--- config.mk ---
export PLATFORM = sky130hd
export DESIGN_NAME = utf8_stream_decoder
export DESIGN_NICKNAME = d
export VERILOG_FILES = /design/src/sv/u8sd_pkg.sv /design/src/sv/utf8_stream_decoder.sv /design/src/sv/u8sd_front.sv /design/src/sv/u8sd_queue.sv /design/src/sv/u8sd_back.sv
export SDC_FILE = /design/constraint.sdc
export NUM_CORES = 1
export LEC_CHECK = 0
export BUFFER_PORTS_ARGS = -buffer_cell sky130_fd_sc_hd__buf_2
export CORE_MARGIN = 3
export CORE_UTILIZATION = 40
export CTS_CLUSTER_DIAMETER = 40
export DETAILED_ROUTE_END_ITERATION = 16
export GPL_TIMING_DRIVEN = 0
export PLACE_DENSITY = 0.65
export SLEW_MARGIN = 0
export SYNTH_ARGS = -nofsm -noshare
export SYNTH_HDL_FRONTEND = slang
export SYNTH_HIERARCHICAL = 1
export SYNTH_SLANG_ARGS = --single-unit
--- constraint.sdc ---
create_clock -name clk_i -period 3.7 [get_ports clk_i]
set_input_delay 0.185 -clock clk_i [delete_from_list [all_inputs] [get_ports clk_i]]
set_output_delay 0.185 -clock clk_i [all_outputs]
set_load 0.005 [all_outputs]
--- src/sv/u8sd_pkg.sv ---
// ----------------------------------------------------------------------------
// u8sd_pkg
// Shared types and constants for the UTF-8 stream decoder.
// ----------------------------------------------------------------------------
package u8sd_pkg;

  localparam int unsigned CpW     = 21;
  localparam int unsigned WidthW  = 3;
  localparam int unsigned Q_DEPTH = 2;

  typedef enum logic [1:0] {
    END_NONE       = 2'd0,
    END_BAD_LEAD   = 2'd1,
    END_INCOMPLETE = 2'd2,
    END_ZERO       = 2'd3
  } end_kind_e;

  // Sequence widths
  localparam logic [WidthW-1:0] SEQ_NONE = 3'd0;
  localparam logic [WidthW-1:0] SEQ_W1   = 3'd1;
  localparam logic [WidthW-1:0] SEQ_W2   = 3'd2;
  localparam logic [WidthW-1:0] SEQ_W3   = 3'd3;
  localparam logic [WidthW-1:0] SEQ_W4   = 3'd4;

  localparam logic [CpW-1:0] MIN_W2     = 21'h80;
  localparam logic [CpW-1:0] MIN_W3     = 21'h800;
  localparam logic [CpW-1:0] MIN_W4     = 21'h10000;
  localparam logic [CpW-1:0] SURR_LO    = 21'hD800;
  localparam logic [CpW-1:0] SURR_HI    = 21'hDFFF;
  localparam logic [CpW-1:0] UNICODE_MAX = 21'h10FFFF;

  // One finished sequence or end event handed from front to back
  typedef struct packed {
    logic [CpW-1:0]    cp;
    logic [WidthW-1:0] width;
    logic              bad;
    end_kind_e         kind;
    logic              eos;
  } seq_rec_t;

endpackage

--- src/sv/utf8_stream_decoder.sv ---
// ----------------------------------------------------------------------------
// utf8_stream_decoder
// RFC 3629 UTF-8 decoder, one byte per beat, one code point per sequence.
// ----------------------------------------------------------------------------
//  channel | handshake             | payload
//  --------+-----------------------+------------------------------------------
//  in      | in_valid_i/in_ready_o | data_byte_i, last_byte_i
//  out     | out_valid_o/out_ready_i | code_point_o, bad_trailing_o,
//          |                       | overlong_o, not_unicode_o, end_kind_o,
//          |                       | end_of_string_o
//
//  One byte per cycle while the queue has room; the front writes a finished result
//  into the queue, then the grading stage registers it into the output register.
//  The front takes a byte whenever the record queue has a free slot.
//  A stall on out backs up into the queue and then holds in_ready_o low.
//  Reset clears the sequence state, the queue and the output valid.
// ----------------------------------------------------------------------------
module utf8_stream_decoder import u8sd_pkg::*; #(
  parameter int unsigned QueueDepth = Q_DEPTH
) (
  input  logic           clk_i,
  input  logic           rst_ni,
  input  logic           in_valid_i,
  output logic           in_ready_o,
  input  logic [7:0]     data_byte_i,
  input  logic           last_byte_i,
  output logic           out_valid_o,
  input  logic           out_ready_i,
  output logic [CpW-1:0] code_point_o,
  output logic           bad_trailing_o,
  output logic           overlong_o,
  output logic           not_unicode_o,
  output logic [1:0]     end_kind_o,
  output logic           end_of_string_o
);

  logic     push, q_ready, q_valid, pop;
  seq_rec_t push_rec, head;

  u8sd_front u_front (
    .clk_i       (clk_i),
    .rst_ni      (rst_ni),
    .in_valid_i  (in_valid_i),
    .in_ready_o  (in_ready_o),
    .data_byte_i (data_byte_i),
    .last_byte_i (last_byte_i),
    .push_o      (push),
    .push_rec_o  (push_rec),
    .q_ready_i   (q_ready)
  );

  u8sd_queue #(
    .QueueDepth (QueueDepth)
  ) u_queue (
    .clk_i      (clk_i),
    .rst_ni     (rst_ni),
    .push_i     (push),
    .push_rec_i (push_rec),
    .ready_o    (q_ready),
    .valid_o    (q_valid),
    .head_o     (head),
    .pop_i      (pop)
  );

  u8sd_back u_back (
    .clk_i           (clk_i),
    .rst_ni          (rst_ni),
    .q_valid_i       (q_valid),
    .q_head_i        (head),
    .pop_o           (pop),
    .out_valid_o     (out_valid_o),
    .out_ready_i     (out_ready_i),
    .code_point_o    (code_point_o),
    .bad_trailing_o  (bad_trailing_o),
    .overlong_o      (overlong_o),
    .not_unicode_o   (not_unicode_o),
    .end_kind_o      (end_kind_o),
    .end_of_string_o (end_of_string_o)
  );

endmodule

--- src/sv/u8sd_front.sv ---
// ----------------------------------------------------------------------------
// u8sd_front
// Accepts bytes, tracks the open sequence and pushes one record per result.
// ----------------------------------------------------------------------------
module u8sd_front import u8sd_pkg::*; (
  input  logic       clk_i,
  input  logic       rst_ni,
  input  logic       in_valid_i,
  output logic       in_ready_o,
  input  logic [7:0] data_byte_i,
  input  logic       last_byte_i,
  output logic       push_o,
  output seq_rec_t   push_rec_o,
  input  logic       q_ready_i
);

  logic [1:0]        rem_q, rem_d;
  logic [WidthW-1:0] width_q, width_d;
  logic [CpW-1:0]    acc_q, acc_d;
  logic              bad_q, bad_d;
  logic              stop_q, stop_d;

  logic              fire;
  logic              emit;
  seq_rec_t          rec;

  assign in_ready_o = q_ready_i;
  assign fire       = in_valid_i & q_ready_i;

  always_comb begin
    logic [CpW-1:0]    v;
    logic [WidthW-1:0] w;
    logic              b;
    logic              done;
    logic [1:0]        rem_n;

    rem_d   = rem_q;
    width_d = width_q;
    acc_d   = acc_q;
    bad_d   = bad_q;
    stop_d  = stop_q;
    emit    = 1'b0;
    rec     = '{cp: '0, width: SEQ_NONE, bad: 1'b0, kind: END_NONE, eos: 1'b1};
    v       = '0;
    w       = SEQ_NONE;
    b       = 1'b0;
    done    = 1'b0;
    rem_n   = 2'd0;

    if (stop_q) begin
      // drop bytes up to the end of the buffer
      if (last_byte_i) stop_d = 1'b0;
    end else if (rem_q == 2'd0) begin
      if (!data_byte_i[7]) begin
        w = SEQ_W1; v = {14'd0, data_byte_i[6:0]}; done = 1'b1;
      end else if (data_byte_i[7:5] == 3'b110) begin
        w = SEQ_W2; v = {16'd0, data_byte_i[4:0]}; rem_n = 2'd1;
      end else if (data_byte_i[7:4] == 4'b1110) begin
        w = SEQ_W3; v = {17'd0, data_byte_i[3:0]}; rem_n = 2'd2;
      end else if (data_byte_i[7:3] == 5'b11110) begin
        w = SEQ_W4; v = {18'd0, data_byte_i[2:0]}; rem_n = 2'd3;
      end else begin
        emit = 1'b1;
        rec.kind = END_BAD_LEAD;
        stop_d = ~last_byte_i;
      end
      if (w != SEQ_NONE && !done) begin
        if (last_byte_i) begin
          emit = 1'b1;
          rec.kind = END_INCOMPLETE;
          rem_d = 2'd0; width_d = SEQ_NONE; acc_d = '0; bad_d = 1'b0;
        end else begin
          rem_d = rem_n; width_d = w; acc_d = v; bad_d = 1'b0;
        end
      end
    end else begin
      w = width_q;
      b = bad_q | (data_byte_i[7:6] != 2'b10);
      v = {acc_q[CpW-7:0], data_byte_i[5:0]};
      rem_n = rem_q - 2'd1;
      if (rem_n == 2'd0) begin
        done = 1'b1;
      end else if (last_byte_i) begin
        emit = 1'b1;
        rec.kind = END_INCOMPLETE;
        rem_d = 2'd0; width_d = SEQ_NONE; acc_d = '0; bad_d = 1'b0;
      end else begin
        rem_d = rem_n; acc_d = v; bad_d = b;
      end
    end

    if (done) begin
      emit = 1'b1;
      rem_d = 2'd0; width_d = SEQ_NONE; acc_d = '0; bad_d = 1'b0;
      rec.cp    = v;
      rec.width = w;
      rec.bad   = b;
      if (v == '0) begin
        rec.kind = END_ZERO;
        rec.eos  = 1'b1;
        stop_d   = ~last_byte_i;
      end else begin
        rec.kind = END_NONE;
        rec.eos  = last_byte_i;
      end
    end
  end

  assign push_o     = fire & emit;
  assign push_rec_o = rec;

  always_ff @(posedge clk_i or negedge rst_ni) begin
    if (!rst_ni) begin
      rem_q   <= 2'd0;
      width_q <= SEQ_NONE;
      acc_q   <= '0;
      bad_q   <= 1'b0;
      stop_q  <= 1'b0;
    end else if (fire) begin
      rem_q   <= rem_d;
      width_q <= width_d;
      acc_q   <= acc_d;
      bad_q   <= bad_d;
      stop_q  <= stop_d;
    end
  end

endmodule

--- src/sv/u8sd_queue.sv ---
// ----------------------------------------------------------------------------
// u8sd_queue
// Short ring queue of sequence records between front and back.
// ----------------------------------------------------------------------------
module u8sd_queue import u8sd_pkg::*; #(
  parameter int unsigned QueueDepth = Q_DEPTH
) (
  input  logic     clk_i,
  input  logic     rst_ni,
  input  logic     push_i,
  input  seq_rec_t push_rec_i,
  output logic     ready_o,
  output logic     valid_o,
  output seq_rec_t head_o,
  input  logic     pop_i
);

  localparam int unsigned PtrW = (QueueDepth > 1) ? $clog2(QueueDepth) : 1;
  localparam int unsigned CntW = $clog2(QueueDepth + 1);
  localparam logic [PtrW-1:0] LastPtr = PtrW'(QueueDepth - 1);
  localparam logic [CntW-1:0] FullCnt = CntW'(QueueDepth);

  seq_rec_t        mem_q [QueueDepth];
  logic [PtrW-1:0] wr_q, rd_q;
  logic [CntW-1:0] cnt_q;

  assign ready_o = (cnt_q != FullCnt);
  assign valid_o = (cnt_q != '0);
  assign head_o  = mem_q[rd_q];

  always_ff @(posedge clk_i) begin
    if (push_i) mem_q[wr_q] <= push_rec_i;
  end

  always_ff @(posedge clk_i or negedge rst_ni) begin
    if (!rst_ni) begin
      wr_q  <= '0;
      rd_q  <= '0;
      cnt_q <= '0;
    end else begin
      if (push_i) wr_q <= (wr_q == LastPtr) ? '0 : wr_q + PtrW'(1);
      if (pop_i)  rd_q <= (rd_q == LastPtr) ? '0 : rd_q + PtrW'(1);
      case ({push_i, pop_i})
        2'b10:   cnt_q <= cnt_q + CntW'(1);
        2'b01:   cnt_q <= cnt_q - CntW'(1);
        default: cnt_q <= cnt_q;
      endcase
    end
  end

endmodule

--- src/sv/u8sd_back.sv ---
// ----------------------------------------------------------------------------
// u8sd_back
// Grades a finished sequence and holds the result beat in the output register.
// ----------------------------------------------------------------------------
module u8sd_back import u8sd_pkg::*; (
  input  logic           clk_i,
  input  logic           rst_ni,
  input  logic           q_valid_i,
  input  seq_rec_t       q_head_i,
  output logic           pop_o,
  output logic           out_valid_o,
  input  logic           out_ready_i,
  output logic [CpW-1:0] code_point_o,
  output logic           bad_trailing_o,
  output logic           overlong_o,
  output logic           not_unicode_o,
  output logic [1:0]     end_kind_o,
  output logic           end_of_string_o
);

  logic           valid_q;
  logic [CpW-1:0] cp_q;
  logic           bad_q, ovl_q, nu_q, eos_q;
  end_kind_e      kind_q;
  logic           ovl_d, nu_d;
  logic [CpW-1:0] v;

  assign v     = q_head_i.cp;
  assign ovl_d = ((q_head_i.width == SEQ_W2) && (v < MIN_W2)) ||
                 ((q_head_i.width == SEQ_W3) && (v < MIN_W3)) ||
                 ((q_head_i.width == SEQ_W4) && (v < MIN_W4));
  assign nu_d  = ((v >= SURR_LO) && (v <= SURR_HI)) || (v > UNICODE_MAX);

  // advance when the output slot is empty or being drained
  assign pop_o = q_valid_i & (~valid_q | out_ready_i);

  always_ff @(posedge clk_i or negedge rst_ni) begin
    if (!rst_ni) begin
      valid_q <= 1'b0;
    end else if (~valid_q | out_ready_i) begin
      valid_q <= q_valid_i;
    end
  end

  always_ff @(posedge clk_i) begin
    if (pop_o) begin
      cp_q   <= v;
      bad_q  <= q_head_i.bad;
      ovl_q  <= ovl_d;
      nu_q   <= nu_d;
      kind_q <= q_head_i.kind;
      eos_q  <= q_head_i.eos;
    end
  end

  assign out_valid_o     = valid_q;
  assign code_point_o    = cp_q;
  assign bad_trailing_o  = bad_q;
  assign overlong_o      = ovl_q;
  assign not_unicode_o   = nu_q;
  assign end_kind_o      = kind_q;
  assign end_of_string_o = eos_q;

endmodule

Word-level counts from Yosys, hierarchy flattened
Memory sizes are Yosys's and may differ from the RTL's.
Cells that the tools add are included.
{ "word_totals": {"mem_count": 1, "elab_cells": 155, "mem_bits_rw": 56, "ff_bits": 54, "in_bits": 13} }
{ "mem_list": {"columns": ["name", "depth", "word_bits", "read_ports", "rd_clocked_by_memory_dff", "write_ports", "line", "source"], "rows": [
  ["u_queue.mem_q", 2, 28, 1, 0, 1, "u8sd_queue.sv:23", "seq_rec_t mem_q [QueueDepth];"]
]} }
{ "op_classes": {"n_lt_le_gt_ge": 6, "n_reduce_logical": 18, "add_sub_neg": 5, "mux": 90, "eq_ne": 13, "bitwise_logic": 7} }
{ "ops": {"columns": ["operator", "n"], "rows": [
  ["$mux W15", 7],
  ["$mux W21", 5],
  ["$mux W3", 17],
  ["$mux W2", 20],
  ["$mux W1", 39],
  ["$mux W28", 1],
  ["$ge A21 B16 Y1 const B", 1],
  ["$gt A21 B21 Y1 const B", 1],
  ["$le A21 B16 Y1 const B", 1],
  ["$logic_not A21 Y1", 1],
  ["$lt A21 B12 Y1 const B", 1],
  ["$lt A21 B17 Y1 const B", 1],
  ["$lt A21 B8 Y1 const B", 1],
  ["$eq A3 B2 Y1 const B", 2],
  ["$eq A3 B3 Y1 const B", 2],
  ["$ne A2 B2 Y1 const B", 3],
  ["$reduce_bool A3 Y1", 2],
  ["$eq A5 B5 Y1 const B", 1],
  ["$logic_and A1 B1 Y1", 5],
  ["$reduce_and A5 Y1", 1],
  ["$eq A4 B4 Y1 const B", 1],
  ["$logic_not A2 Y1", 2],
  ["$pmux W2 S2", 1],
  ["$reduce_and A4 Y1", 1],
  ["13 further kinds", 22]
]} }

Logic depth before layout (Yosys ltp)
Gate-level depths: netlist of the first run.
{ "logic_depth": {"ltp_word": 16, "ltp_mapped": 11, "ltp_nobuf": 10} }

By module
The synthesis of the first run kept the hierarchy.
{ "by_module_without_submodules": {"columns": ["module", "instances", "area_per_inst_um2", "cells_per_inst"], "rows": [
  ["u8sd_queue", 1, 2254.7, 103],
  ["u8sd_front", 1, 1511.4, 160],
  ["u8sd_back", 1, 937.1, 43]
]} }

Worst setup path after synthesis of the first run
No wires, ideal clock.
{ "synth_path": {"kind": "register to register", "start": "register u_front.rem_q[0]", "end": "memory u_queue/mem_q[0][0] (netlist bit), enable pin", "path_buffers": 1, "setup_time_ps": 413, "path_stages_with_launch": 9, "arrival_ps": 2606, "required_ps": 3287, "setup_slack_ps": 681, "cell_sequence": "dfrtp_1 > inv_1 > ha_1 > buf_2 > and3_1 > a21oi_1 > o21a_1 > inv_1 > nor2_1"} }
{ "synth_between": {"elab_chain_len": 9} }
{ "synth_rtl": {"columns": ["element", "line", "source"], "rows": [
  ["start, declared", "u8sd_front.sv:17", "logic [1:0] rem_q, rem_d;"],
  ["start signal, assigned", "u8sd_front.sv:120", "rem_q <= rem_d;"],
  ["$sub A2 B1 Y2", "u8sd_front.sv:80", "rem_n = rem_q - 2'd1;"],
  ["$logic_not A2 Y1", "u8sd_front.sv:81", "if (rem_n == 2'd0) begin"],
  ["$mux W1", "u8sd_front.sv:81", null],
  ["$mux W1", "u8sd_front.sv:53", "end else if (rem_q == 2'd0) begin"],
  ["$mux W1", "u8sd_front.sv:50", "if (stop_q) begin"],
  ["$mux W1 (*)", "u8sd_front.sv:92", "if (done) begin"],
  ["$and A1 B1 Y1 (*)", "u8sd_front.sv:109", "assign push_o = fire & emit;"],
  ["named net push", "utf8_stream_decoder.sv:37", "logic push, q_ready, q_valid, pop;"],
  ["$mux W1 (*)", "u8sd_queue.sv:32", "if (push_i) mem_q[wr_q] <= push_rec_i;"],
  ["$mux W1 (implied by the code) (*)", "u8sd_queue.sv:32", null],
  ["end, declared", "u8sd_queue.sv:23", null]
]} }
The timed path passes the listed nets; every way through them passes the cells marked *.

Final worst setup path of the first run
{ "layout_path": {"start": "register u_front.rem_q[0]", "end": "memory u_queue/mem_q[0][2] (netlist bit), enable pin"} }
The elaborated chain is that of the path after synthesis.

==> impl_results.html, run 1 <==
<table>
<tr><th>Metric</th><th>Value</th></tr>
<tr><th colspan="2">Run status</th></tr>
<tr><td>Run status</td><td>complete, no violations</td></tr>
<tr><th colspan="2">Worst setup path</th></tr>
<tr><td>Worst Reg-to-Reg Cells</td><td>8</td></tr>
<tr><td>Crit path buffers/inverters</td><td>3</td></tr>
<tr><td>Critical Path Max Stage Delay</td><td>0.63 ns</td></tr>
<tr><td>Top fanout value on the critical path</td><td>28</td></tr>
<tr><td>Required time of the worst setup path</td><td>3.68 ns</td></tr>
<tr><td>Crit-path most repeated cell</td><td>sky130_fd_sc_hd__inv_1</td></tr>
<tr><td>Worst Path Class, Setup</td><td>reg -&gt; reg</td></tr>
<tr><td>Kind of start point of the critical path</td><td>register</td></tr>
<tr><td>Critical path endpoint category</td><td>register</td></tr>
<tr><td>Data arrival time of the worst path</td><td>2.71 ns</td></tr>
<tr><td>Number of gates on the worst path with buffers counted</td><td>8</td></tr>
<tr><td>Cell Chain, Critical Path</td><td>inv_1 &gt; ha_1 &gt; buf_2 &gt; and3_1 &gt; a21oi_1 &gt; o21a_1 &gt; inv_1 &gt; nor2_4</td></tr>
<tr><td>Largest delay contributor family on the critical path</td><td>simple AND/OR/NAND/NOR gates</td></tr>
<tr><td>Slowest stage cell on the critical path</td><td>sky130_fd_sc_hd__nor2_4</td></tr>
<tr><th colspan="2">Clocking</th></tr>
<tr><td>Inserted Clock Buffers</td><td>9</td></tr>
<tr><td>H-tree levels</td><td>3</td></tr>
<tr><td>Number of sinks handled by clock tree synthesis</td><td>110</td></tr>
<tr><td>Clk Tree Root Cell</td><td>sky130_fd_sc_hd__clkbuf_16</td></tr>
<tr><td>Clock tree buffer depth</td><td>2</td></tr>
<tr><td>Clock tree from TritonCTS</td><td>done</td></tr>
<tr><td>Register clock-pin slew on the reported worst setup and hold paths</td><td>0.07 ns</td></tr>
<tr><td>Post-CTS sizing</td><td>0</td></tr>
<tr><td>Worst skew pair latency</td><td>0.35 ns</td></tr>
<tr><th colspan="2">Yosys</th></tr>
<tr><td>Number of nets in the synthesized netlist</td><td>322</td></tr>
<tr><td>Leading area contributor after synthesis</td><td>sky130_fd_sc_hd__edfxtp_1</td></tr>
<tr><td>Synth Cell Area</td><td>4700 µm²</td></tr>
<tr><td>Yosys top cell area share</td><td>53.0%</td></tr>
<tr><td>Yosys synthesis warning count</td><td>6</td></tr>
<tr><td>Post-synth ARST share</td><td>24.5%</td></tr>
<tr><td>Number of flops mapped to enable cells by yosys</td><td>83</td></tr>
<tr><td>Gate count of the mapped netlist</td><td>306</td></tr>
<tr><td>Portion of the post-synthesis area used by sequential elements</td><td>67.4%</td></tr>
<tr><td>Most area-consuming cells after synthesis</td><td>sky130_fd_sc_hd__edfxtp_1 (53%), sky130_fd_sc_hd__dfrtp_1 (14%), sky130_fd_sc_hd__mux2_4 (4.8%)</td></tr>
<tr><td>Synth Flop Type</td><td>sky130_fd_sc_hd__edfxtp_1</td></tr>
<tr><td>Post-synthesis average cell area</td><td>15.4 µm²</td></tr>
<tr><td>Number of synthesized register bits</td><td>110</td></tr>
<tr><td>Count of cell types in the netlist</td><td>55</td></tr>
<tr><th colspan="2">Timing</th></tr>
<tr><td>Setup Viol. Count Final</td><td>0</td></tr>
<tr><td>Maximum clock rate</td><td>366 MHz</td></tr>
<tr><td>Post-route clock skew</td><td>0.00746 ns</td></tr>
<tr><td>RSZ-0062 raised after global routing</td><td>no</td></tr>
<tr><td>Period minus WS final</td><td>2.74 ns</td></tr>
<tr><td>Slew Limit Fails</td><td>0</td></tr>
<tr><td>Post-route clock period utilization</td><td>73.9%</td></tr>
<tr><td>Count of final hold-check violations</td><td>0</td></tr>
<tr><td>Transition time of the tightest slew-check pin</td><td>0.827 ns</td></tr>
<tr><td>Remaining max-slew budget at the tightest pin</td><td>44.7%</td></tr>
<tr><th colspan="2">Global routing</th></tr>
<tr><td>Grt peak-use layer</td><td>met2</td></tr>
<tr><td>Routing usage on met3</td><td>4.07%</td></tr>
<tr><td>GR Util met1</td><td>18.6%</td></tr>
<tr><td>Number of global-route vias before repair</td><td>2742</td></tr>
<tr><td>Pin count of the biggest net entering global routing</td><td>30</td></tr>
<tr><td>First-pass GRT wire length</td><td>14500 µm</td></tr>
<tr><td>GR Util All Layers</td><td>14.5%</td></tr>
<tr><td>Number of antenna violations at the first check in global routing</td><td>0</td></tr>
<tr><td>Met2 GRT Util</td><td>23.9%</td></tr>
<tr><td>Global-route congestion overflow total</td><td>0</td></tr>
<tr><th colspan="2">Place</th></tr>
<tr><td>Final weighted congestion in routability-driven placement</td><td>0.840</td></tr>
<tr><td>Cell Count Post-Placement</td><td>485</td></tr>
<tr><td>Count of port buffers added during placement</td><td>39</td></tr>
<tr><td>Estimated wirelength of the detail-placed design</td><td>6040 µm</td></tr>
<tr><th colspan="2">Route</th></tr>
<tr><td>1st-pass router iterations</td><td>4</td></tr>
<tr><td>Final routed wirelength across all metal layers</td><td>8710 µm</td></tr>
<tr><td>First DRT Iteration DRCs</td><td>167</td></tr>
<tr><td>DRC violations left</td><td>0</td></tr>
<tr><td>Antenna viol nets, final</td><td>0</td></tr>
<tr><td>Routed vias</td><td>2644</td></tr>
<tr><td>Routed wirelength normalized by instance count</td><td>17.3 µm</td></tr>
<tr><td>Routed via count divided by cell count</td><td>5.27</td></tr>
<tr><th colspan="2">Final layout</th></tr>
<tr><td>N_diodes</td><td>0</td></tr>
<tr><td>Utilization of the core after routing</td><td>48.2%</td></tr>
<tr><td>Post-layout instance count excluding filler cells</td><td>502</td></tr>
<tr><td>P&amp;R area growth vs syn</td><td>14.4%</td></tr>
<tr><td>Net total in the final layout</td><td>373</td></tr>
<tr><td>Layout cells sized above 1</td><td>29.8%</td></tr>
<tr><th colspan="2">Die</th></tr>
<tr><td># IOs</td><td>42</td></tr>
<tr><td>Core region area</td><td>11200 µm²</td></tr>
<tr><td>Overall die width</td><td>114 µm</td></tr>
<tr><td>Area enclosed by the die boundary</td><td>13100 µm²</td></tr>
<tr><td>Starting utilization of the core area</td><td>42.1%</td></tr>
<tr><td>Site Rows</td><td>38</td></tr>
<tr><td>Height of the die</td><td>114 µm</td></tr>
<tr><th colspan="2">Pwr</th></tr>
<tr><td>Total Power</td><td>4250 µW</td></tr>
<tr><td>Ratio of total power to cell area</td><td>790 nW/µm²</td></tr>
<tr><td>Worst voltage drop across the vdd grid</td><td>0.000380 V</td></tr>
<tr><td>Leak</td><td>0.00205 µW</td></tr>
<tr><th colspan="2">Min path</th></tr>
<tr><td>Cell count of the worst hold path</td><td>3</td></tr>
<tr><td>Min-Delay Path Class</td><td>in -&gt; reg</td></tr>
<tr><th colspan="2">Job</th></tr>
<tr><td>Max-cap violations</td><td>0</td></tr>
</table>
-- logic make-up (layout without fill, tap and decap cells) --
group / count (synthesis) / after routing / share of synthesized area [%]
flops: 110 / 110 / 67.4
compound gates: 42 / 42 / 6.89
simple gates: 86 / 86 / 11.1
fa+ha+maj: 3 / 3 / 0.798
xor+xnor: 5 / 5 / 0.931
buf+inv: 21 / 77 / 2.47
mux: 39 / 39 / 10.5
-- cell usage after synthesis (3+ instances only) --
cell type	count
sky130_fd_sc_hd__edfxtp_1	83
sky130_fd_sc_hd__dfrtp_1	27
sky130_fd_sc_hd__and2_1	22
sky130_fd_sc_hd__mux2_2	19
sky130_fd_sc_hd__mux2_4	15
sky130_fd_sc_hd__nor2_1	14
sky130_fd_sc_hd__nor3_1	9
sky130_fd_sc_hd__a22o_1	8
sky130_fd_sc_hd__inv_1	8
sky130_fd_sc_hd__nand2_1	7
sky130_fd_sc_hd__nand2b_1	6
sky130_fd_sc_hd__nor4_1	6
sky130_fd_sc_hd__o21ai_0	6
sky130_fd_sc_hd__a21oi_1	4
sky130_fd_sc_hd__nor4b_1	4
sky130_fd_sc_hd__o211ai_1	4
sky130_fd_sc_hd__a32o_1	3
sky130_fd_sc_hd__buf_2	3
sky130_fd_sc_hd__clkbuf_1	3
sky130_fd_sc_hd__ha_1	3
sky130_fd_sc_hd__mux2_1	3
sky130_fd_sc_hd__nand3_1	3
sky130_fd_sc_hd__nor2b_1	3
sky130_fd_sc_hd__xor2_1	3
-- layout by cell type (no fill, tap or decap), types with 4 or more instances in the layout --
cell type,count
sky130_fd_sc_hd__edfxtp_1,83
sky130_fd_sc_hd__buf_2,42
sky130_fd_sc_hd__dfrtp_1,27
sky130_fd_sc_hd__and2_1,20
sky130_fd_sc_hd__mux2_2,19
sky130_fd_sc_hd__mux2_4,15
sky130_fd_sc_hd__nor2_1,13
sky130_fd_sc_hd__clkbuf_16,9
sky130_fd_sc_hd__nor3_1,9
sky130_fd_sc_hd__inv_1,8
sky130_fd_sc_hd__a22o_1,8
sky130_fd_sc_hd__nand2_1,7
sky130_fd_sc_hd__nor4_1,6
sky130_fd_sc_hd__o21ai_0,6
sky130_fd_sc_hd__nand2b_1,6
sky130_fd_sc_hd__clkbuf_1,4
sky130_fd_sc_hd__a21oi_1,4
sky130_fd_sc_hd__nor4b_1,4
sky130_fd_sc_hd__o211ai_1,4
-- path summary, 6_finish.rpt --
check	slack [ns]	startpoint	to
max	0.96	u_front/rem_q[0]$_DFFE_PN0P_	u_queue/mem_q[0][2]$_DFFE_PP_
max reg2reg	0.96	u_front/rem_q[0]$_DFFE_PN0P_	u_queue/mem_q[0][2]$_DFFE_PP_
max in group asynchronous	2.91	rst_ni	u_front/acc_q[1]$_DFFE_PN0P_
min	0.10	out_ready_i	u_back/out_valid_o$_DFFE_PN0N_
min in group asynchronous	0.38	rst_ni	u_front/width_q[1]$_DFFE_PN0P_
min reg2reg	0.50	u_front/acc_q[0]$_DFFE_PN0P_	u_front/acc_q[0]$_DFFE_PN0P_
-- where the power goes --
| group | total [µW] | internal, µW | leakage [µW] | switching [µW] |
|---|---|---|---|---|
| clock | 921 | 470 | 0.000138 | 451 |
| sequential | 1980 | 1840 | 0.00115 | 136 |
| combinational | 1350 | 587 | 0.000763 | 764 |
-- worst register-to-register path, stage by stage (launching register included) --
cell and delay (ns):
sky130_fd_sc_hd__dfrtp_1 0.37, sky130_fd_sc_hd__inv_1 0.07, sky130_fd_sc_hd__ha_1 0.27, sky130_fd_sc_hd__buf_2 0.22, sky130_fd_sc_hd__and3_1 0.24, sky130_fd_sc_hd__a21oi_1 0.24
sky130_fd_sc_hd__o21a_1 0.20, sky130_fd_sc_hd__inv_1 0.10, sky130_fd_sc_hd__nor2_4 0.63
-- flip-flops by register name, indices dropped and copies added, names as in the netlist --
register	count
u_front/bad_q	1
u_front/rem_q	2
u_queue/wr_q	1
u_back/end_of_string_o	1
u_back/end_kind_o	2
u_back/out_valid_o	1
u_queue/rd_q	1
u_back/not_unicode_o	1
u_queue/mem_q	56
u_front/stop_q	1
u_back/code_point_o	21
u_back/bad_trailing_o	1
u_front/width_q	3
u_queue/cnt_q	2
u_front/acc_q	15
u_back/overlong_o	1
-- what timing repair did --
item	in CTS	in global routing
hold endpoints to repair	27	0
hold buffers	1	0
buffers inserted	0	0
-- metal layers --
metal  wire length [µm]  part of all wire, %  up-vias
met4                116                  1.3        0
li1                   -                    -     1264
met5                  0                    0        -
met1               3930                   45     1314
met2               4250                   49       57
met3                407                  4.7        9
-- per-stage QoR --
stage | hold slack (ns) | area, µm² | setup slack [ns] | TNS [ns]
after floorplan | -0.111 | 4700 | 0.681 | 0
after global placement | 0.237 | 5070 | -0.321 | -8.92
after detailed placement | 0.245 | 5080 | 0.590 | 0
after CTS | 0.0961 | 5380 | 0.570 | 0
after global routing | 0.123 | 5380 | 0.724 | 0
final | 0.105 | 5380 | 0.964 | 0
-- cell type report --
type	instances	area, µm²
flip-flops and latches	110	3170
plain buffers	12	82.6
multi-input cells	175	1430
repair buffers	40	205
fillers	965	5790
inverters	9	33.8
clock buffers	10	229
clock inverters	6	57.6
well taps	140	175
(Power assumes the default switching activity.)
==> inputs of run 2 (changes only) <==
==> constraint.sdc (replaced) <==
create_clock -name clk_i -period 2.75 [get_ports clk_i]
set_input_delay 0.1375 -clock clk_i [delete_from_list [all_inputs] [get_ports clk_i]]
set_output_delay 0.1375 -clock clk_i [all_outputs]
set_load 0.005 [all_outputs]
==> impl_results.html, run 2 (synthesis results as in run 1) <==
<table>
<tr><th>Metric</th><th>Value</th></tr>
<tr><th colspan="2">Clocking</th></tr>
<tr><td>Inserted Clock Buffers</td><td>9 (unchanged)</td></tr>
<tr><td>Clock tree from TritonCTS</td><td>done (unchanged)</td></tr>
<tr><td>Clk Tree Root Cell</td><td>sky130_fd_sc_hd__clkbuf_16 (unchanged)</td></tr>
<tr><td>Number of sinks handled by clock tree synthesis</td><td>110 (unchanged)</td></tr>
<tr><td>Worst skew pair latency</td><td>0.34 ns (was 0.35 ns)</td></tr>
<tr><td>Setup Fix Bufs, Post-CTS</td><td>0 (unchanged)</td></tr>
<tr><td>Register clock-pin slew on the reported worst setup and hold paths</td><td>0.07 ns (about the same)</td></tr>
<tr><td>Clock tree buffer depth</td><td>2 (unchanged)</td></tr>
<tr><td>H-tree levels</td><td>3 (unchanged)</td></tr>
<tr><th colspan="2">Final layout</th></tr>
<tr><td>N_diodes</td><td>0 (unchanged)</td></tr>
<tr><td>Top reg by flops</td><td>u_queue/mem_q (unchanged)</td></tr>
<tr><td>Final instance area</td><td>5410 µm² (was 5380 µm²)</td></tr>
<tr><td>Post-layout instance count excluding filler cells</td><td>503 (was 502)</td></tr>
<tr><td>Number of flip-flops under the largest register name</td><td>56 (unchanged)</td></tr>
<tr><td>P&amp;R area growth vs syn</td><td>15.0% (was 14.4%)</td></tr>
<tr><td>Leading cell types in the layout, fill and taps excluded</td><td>sky130_fd_sc_hd__edfxtp_1 (83), sky130_fd_sc_hd__buf_2 (42), sky130_fd_sc_hd__dfrtp_1 (27) (unchanged)</td></tr>
<tr><td>Layout cells sized above 1</td><td>30.0% (was 29.8%)</td></tr>
<tr><td>Count of fill cells added during filler insertion</td><td>961 (was 965)</td></tr>
<tr><td>Utilization of the core after routing</td><td>48.4% (was 48.2%)</td></tr>
<tr><td>Net total in the final layout</td><td>374 (was 373)</td></tr>
<tr><td>Leading cell type in the layout, fill and taps excluded</td><td>sky130_fd_sc_hd__edfxtp_1 (unchanged)</td></tr>
<tr><th colspan="2">Pwr</th></tr>
<tr><td>Share of power burned in registers</td><td>45.9% (was 46.5%)</td></tr>
<tr><td>Total Power</td><td>5810 µW (was 4250 µW)</td></tr>
<tr><td>Ratio of total power to cell area</td><td>1070 nW/µm² (was 790 nW/µm²)</td></tr>
<tr><td>Net switching power of the design</td><td>1800 µW (was 1350 µW)</td></tr>
<tr><td>Clock network power share</td><td>22.4% (was 21.7%)</td></tr>
<tr><td>Fraction of power consumed by combinational cells</td><td>31.6% (was 31.8%)</td></tr>
<tr><td>Worst voltage drop across the vdd grid</td><td>0.000373 V (was 0.000380 V)</td></tr>
<tr><td>Share of total power consumed by net switching</td><td>31.0% (was 31.8%)</td></tr>
<tr><td>Leak</td><td>0.00206 µW (was 0.00205 µW)</td></tr>
<tr><td>Cell-internal power</td><td>4010 µW (was 2900 µW)</td></tr>
<tr><th colspan="2">Worst setup path</th></tr>
<tr><td>Kind of start point of the critical path</td><td>register (unchanged)</td></tr>
<tr><td>Required time of the worst setup path</td><td>2.73 ns (was 3.68 ns)</td></tr>
<tr><td>Reg-to-Reg End</td><td>u_queue/mem_q[0][16]$_DFFE_PP_ (was u_queue/mem_q[0][2]$_DFFE_PP_)</td></tr>
<tr><td>Worst Reg-to-Reg Cells</td><td>8 (unchanged)</td></tr>
<tr><td>R2R Path Start</td><td>u_front/rem_q[0]$_DFFE_PN0P_ (unchanged)</td></tr>
<tr><td>FF-to-FF setup slack</td><td>0.23 ns (was 0.96 ns)</td></tr>
<tr><td>Data arrival time of the worst path</td><td>2.50 ns (was 2.71 ns)</td></tr>
<tr><td>Top fanout value on the critical path</td><td>14 (was 28)</td></tr>
<tr><td>Worst Path Class, Setup</td><td>reg -&gt; reg (unchanged)</td></tr>
<tr><td>Critical path endpoint category</td><td>register (unchanged)</td></tr>
<tr><td>Start point of the critical path</td><td>u_front/rem_q[0]$_DFFE_PN0P_ (unchanged)</td></tr>
<tr><th colspan="2">Route</th></tr>
<tr><td>Antenna viol nets, final</td><td>0 (unchanged)</td></tr>
<tr><td>Routed wirelength normalized by instance count</td><td>17.6 µm (was 17.3 µm)</td></tr>
<tr><td>DRC violations left</td><td>0 (unchanged)</td></tr>
<tr><td>First DRT Iteration DRCs</td><td>182 (was 167)</td></tr>
<tr><td>Routed via count divided by cell count</td><td>5.32 (was 5.27)</td></tr>
<tr><td>Final routed wirelength across all metal layers</td><td>8870 µm (was 8710 µm)</td></tr>
<tr><td>1st-pass router iterations</td><td>4 (unchanged)</td></tr>
<tr><td>Routed vias</td><td>2675 (was 2644)</td></tr>
<tr><th colspan="2">Die</th></tr>
<tr><td># IOs</td><td>42 (unchanged)</td></tr>
<tr><td>Starting utilization of the core area</td><td>42.1% (unchanged)</td></tr>
<tr><td>Core region area</td><td>11200 µm² (unchanged)</td></tr>
<tr><td>Site Rows</td><td>38 (unchanged)</td></tr>
<tr><td>Overall die width</td><td>114 µm (unchanged)</td></tr>
<tr><td>Area enclosed by the die boundary</td><td>13100 µm² (unchanged)</td></tr>
<tr><td>Height of the die</td><td>114 µm (unchanged)</td></tr>
<tr><th colspan="2">Job</th></tr>
<tr><td>Max-cap violations</td><td>0 (unchanged)</td></tr>
<tr><th colspan="2">Min path</th></tr>
<tr><td>Min-Delay Path Class</td><td>in -&gt; reg (unchanged)</td></tr>
<tr><td>Sink of the worst hold path</td><td>u_back/out_valid_o$_DFFE_PN0N_ (unchanged)</td></tr>
<tr><td>Cell count of the worst hold path</td><td>3 (unchanged)</td></tr>
<tr><td>Startpoint of the most critical hold path</td><td>out_ready_i (unchanged)</td></tr>
<tr><th colspan="2">Place</th></tr>
<tr><td>Final weighted congestion in routability-driven placement</td><td>0.828 (was 0.840)</td></tr>
<tr><td>Estimated wirelength of the detail-placed design</td><td>6050 µm (was 6040 µm)</td></tr>
<tr><td>Instance area after placement</td><td>5080 µm² (unchanged)</td></tr>
<tr><td>Count of port buffers added during placement</td><td>39 (unchanged)</td></tr>
<tr><td>Cell Count Post-Placement</td><td>485 (unchanged)</td></tr>
<tr><th colspan="2">Global routing</th></tr>
<tr><td>GR Util All Layers</td><td>14.4% (was 14.5%)</td></tr>
<tr><td>Pin count of the biggest net entering global routing</td><td>30 (unchanged)</td></tr>
<tr><td>Number of global-route vias before repair</td><td>2692 (was 2742)</td></tr>
<tr><td>Number of antenna violations at the first check in global routing</td><td>0 (unchanged)</td></tr>
<tr><td>Global-route congestion overflow total</td><td>0 (unchanged)</td></tr>
<tr><td>First-pass GRT wire length</td><td>14400 µm (was 14500 µm)</td></tr>
<tr><th colspan="2">Timing</th></tr>
<tr><td>Maximum clock rate</td><td>397 MHz (was 366 MHz)</td></tr>
<tr><td>Period minus WS final</td><td>2.52 ns (was 2.74 ns)</td></tr>
<tr><td>Post-route clock period utilization</td><td>91.6% (was 73.9%)</td></tr>
<tr><td>Transition time of the tightest slew-check pin</td><td>0.748 ns (was 0.827 ns)</td></tr>
<tr><td>Slew Limit Fails</td><td>0 (unchanged)</td></tr>
<tr><td>Remaining max-slew budget at the tightest pin</td><td>50.1% (was 44.7%)</td></tr>
<tr><td>Setup Viol. Count Final</td><td>0 (unchanged)</td></tr>
<tr><td>RSZ-0062 raised after global routing</td><td>no (unchanged)</td></tr>
<tr><td>Post-route clock skew</td><td>0.00604 ns (was 0.00746 ns)</td></tr>
<tr><td>Post-route setup TNS</td><td>0 ns (unchanged)</td></tr>
<tr><td>Count of final hold-check violations</td><td>0 (unchanged)</td></tr>
<tr><th colspan="2">Run status</th></tr>
<tr><td>Run status</td><td>complete, no violations (unchanged)</td></tr>
</table>
[run 2: cell types whose count changed in the layout (fill, tap and decap cells not counted), sizes merged]
cell and delta:
clkinv -2, bufinv +1, clkbuf +1, clkinvlp +1, inv -1, nor2 +1
[run 2: power groups by stage]
stage	Sequential, µW	Clock, µW	Combinational (µW)
final	2670	1300	1840
after global routing	2720	1420	2030
after CTS	2680	1340	1870
after detailed placement	2710	0	1840
after global placement	2690	0	1800
after floorplan	2690	0	1250
[run 2: timing repair]
| action | in CTS | in global routing |
|---|---|---|
| hold buffers | 1 | 0 |
| endpoints found under the setup margin | 56 | 28 |
| cloned | 1 | 0 |
| resized for setup | 2 | 1 |
| hold endpoints to repair | 27 | 0 |
[run 2: worst max-delay path by stage]
| stage | endpoint | slack, ns | cells past startpoint |
|---|---|---|---|
| 2_1_floorplan | u_queue/mem_q[0][0]$_DFFE_PP_ | 0.20 | 8 |
| 4_1_cts | u_queue/mem_q[1][27]$_DFFE_PP_ | 0.08 | 7 |
| 5_1_grt | u_queue/mem_q[0][7]$_DFFE_PP_ | 0.06 | 8 |
| 6_report | u_queue/mem_q[0][16]$_DFFE_PP_ | 0.23 | 8 |
| 3_5_place_dp | u_queue/mem_q[1][19]$_DFFE_PP_ | -0.41 | 7 |
| 3_3_place_gp | u_queue/mem_q[0][13]$_DFFE_PP_ | -0.48 | 8 |
[run 2: stage by stage]
step / hold slack, ns / setup slack [ns]
final: 0.0672 / 0.230
after global routing: 0.0873 / 0.0599
after detailed placement: 0.199 / -0.414
after CTS: 0.0610 / 0.0825
after global placement: 0.189 / -0.481
after floorplan: -0.158 / 0.198
[run 2: layer usage]
layer | wire length, µm | track usage, % | share of wire, % | vias to the layer above
met2 | 4240 | 22.8 | 48 | 63
li1 | - | - | - | 1261
met5 | 0 | 0 | 0 | -
met4 | 152 | 5.46 | 1.7 | 0
met3 | 430 | 3.38 | 4.8 | 10
met1 | 4050 | 19.4 | 46 | 1341
[run 2: worst max-delay path, stage by stage, from the launching register on]
cell,delay (ns)
sky130_fd_sc_hd__dfrtp_1,0.37
sky130_fd_sc_hd__inv_1,0.07
sky130_fd_sc_hd__ha_1,0.28
sky130_fd_sc_hd__buf_2,0.22
sky130_fd_sc_hd__and3_1,0.24
sky130_fd_sc_hd__a21oi_1,0.20
sky130_fd_sc_hd__o21a_1,0.20
sky130_fd_sc_hd__inv_1,0.15
sky130_fd_sc_hd__nor2_4,0.41
[run 2: final cells by class]
type / instances / area [µm²] / share of cell area, %
Inverter: 9 / 33.8 / 0.625
Buffer: 12 / 82.6 / 1.53
Timing Repair Buffer: 40 / 205 / 3.79
Clock buffer: 11 / 243 / 4.49
Multi-Input combinational cell: 176 / 1440 / 26.7
Clock inverter: 5 / 58.8 / 1.09
Sequential cell: 110 / 3170 / 58.6
Tap cell: 140 / 175 / 3.24
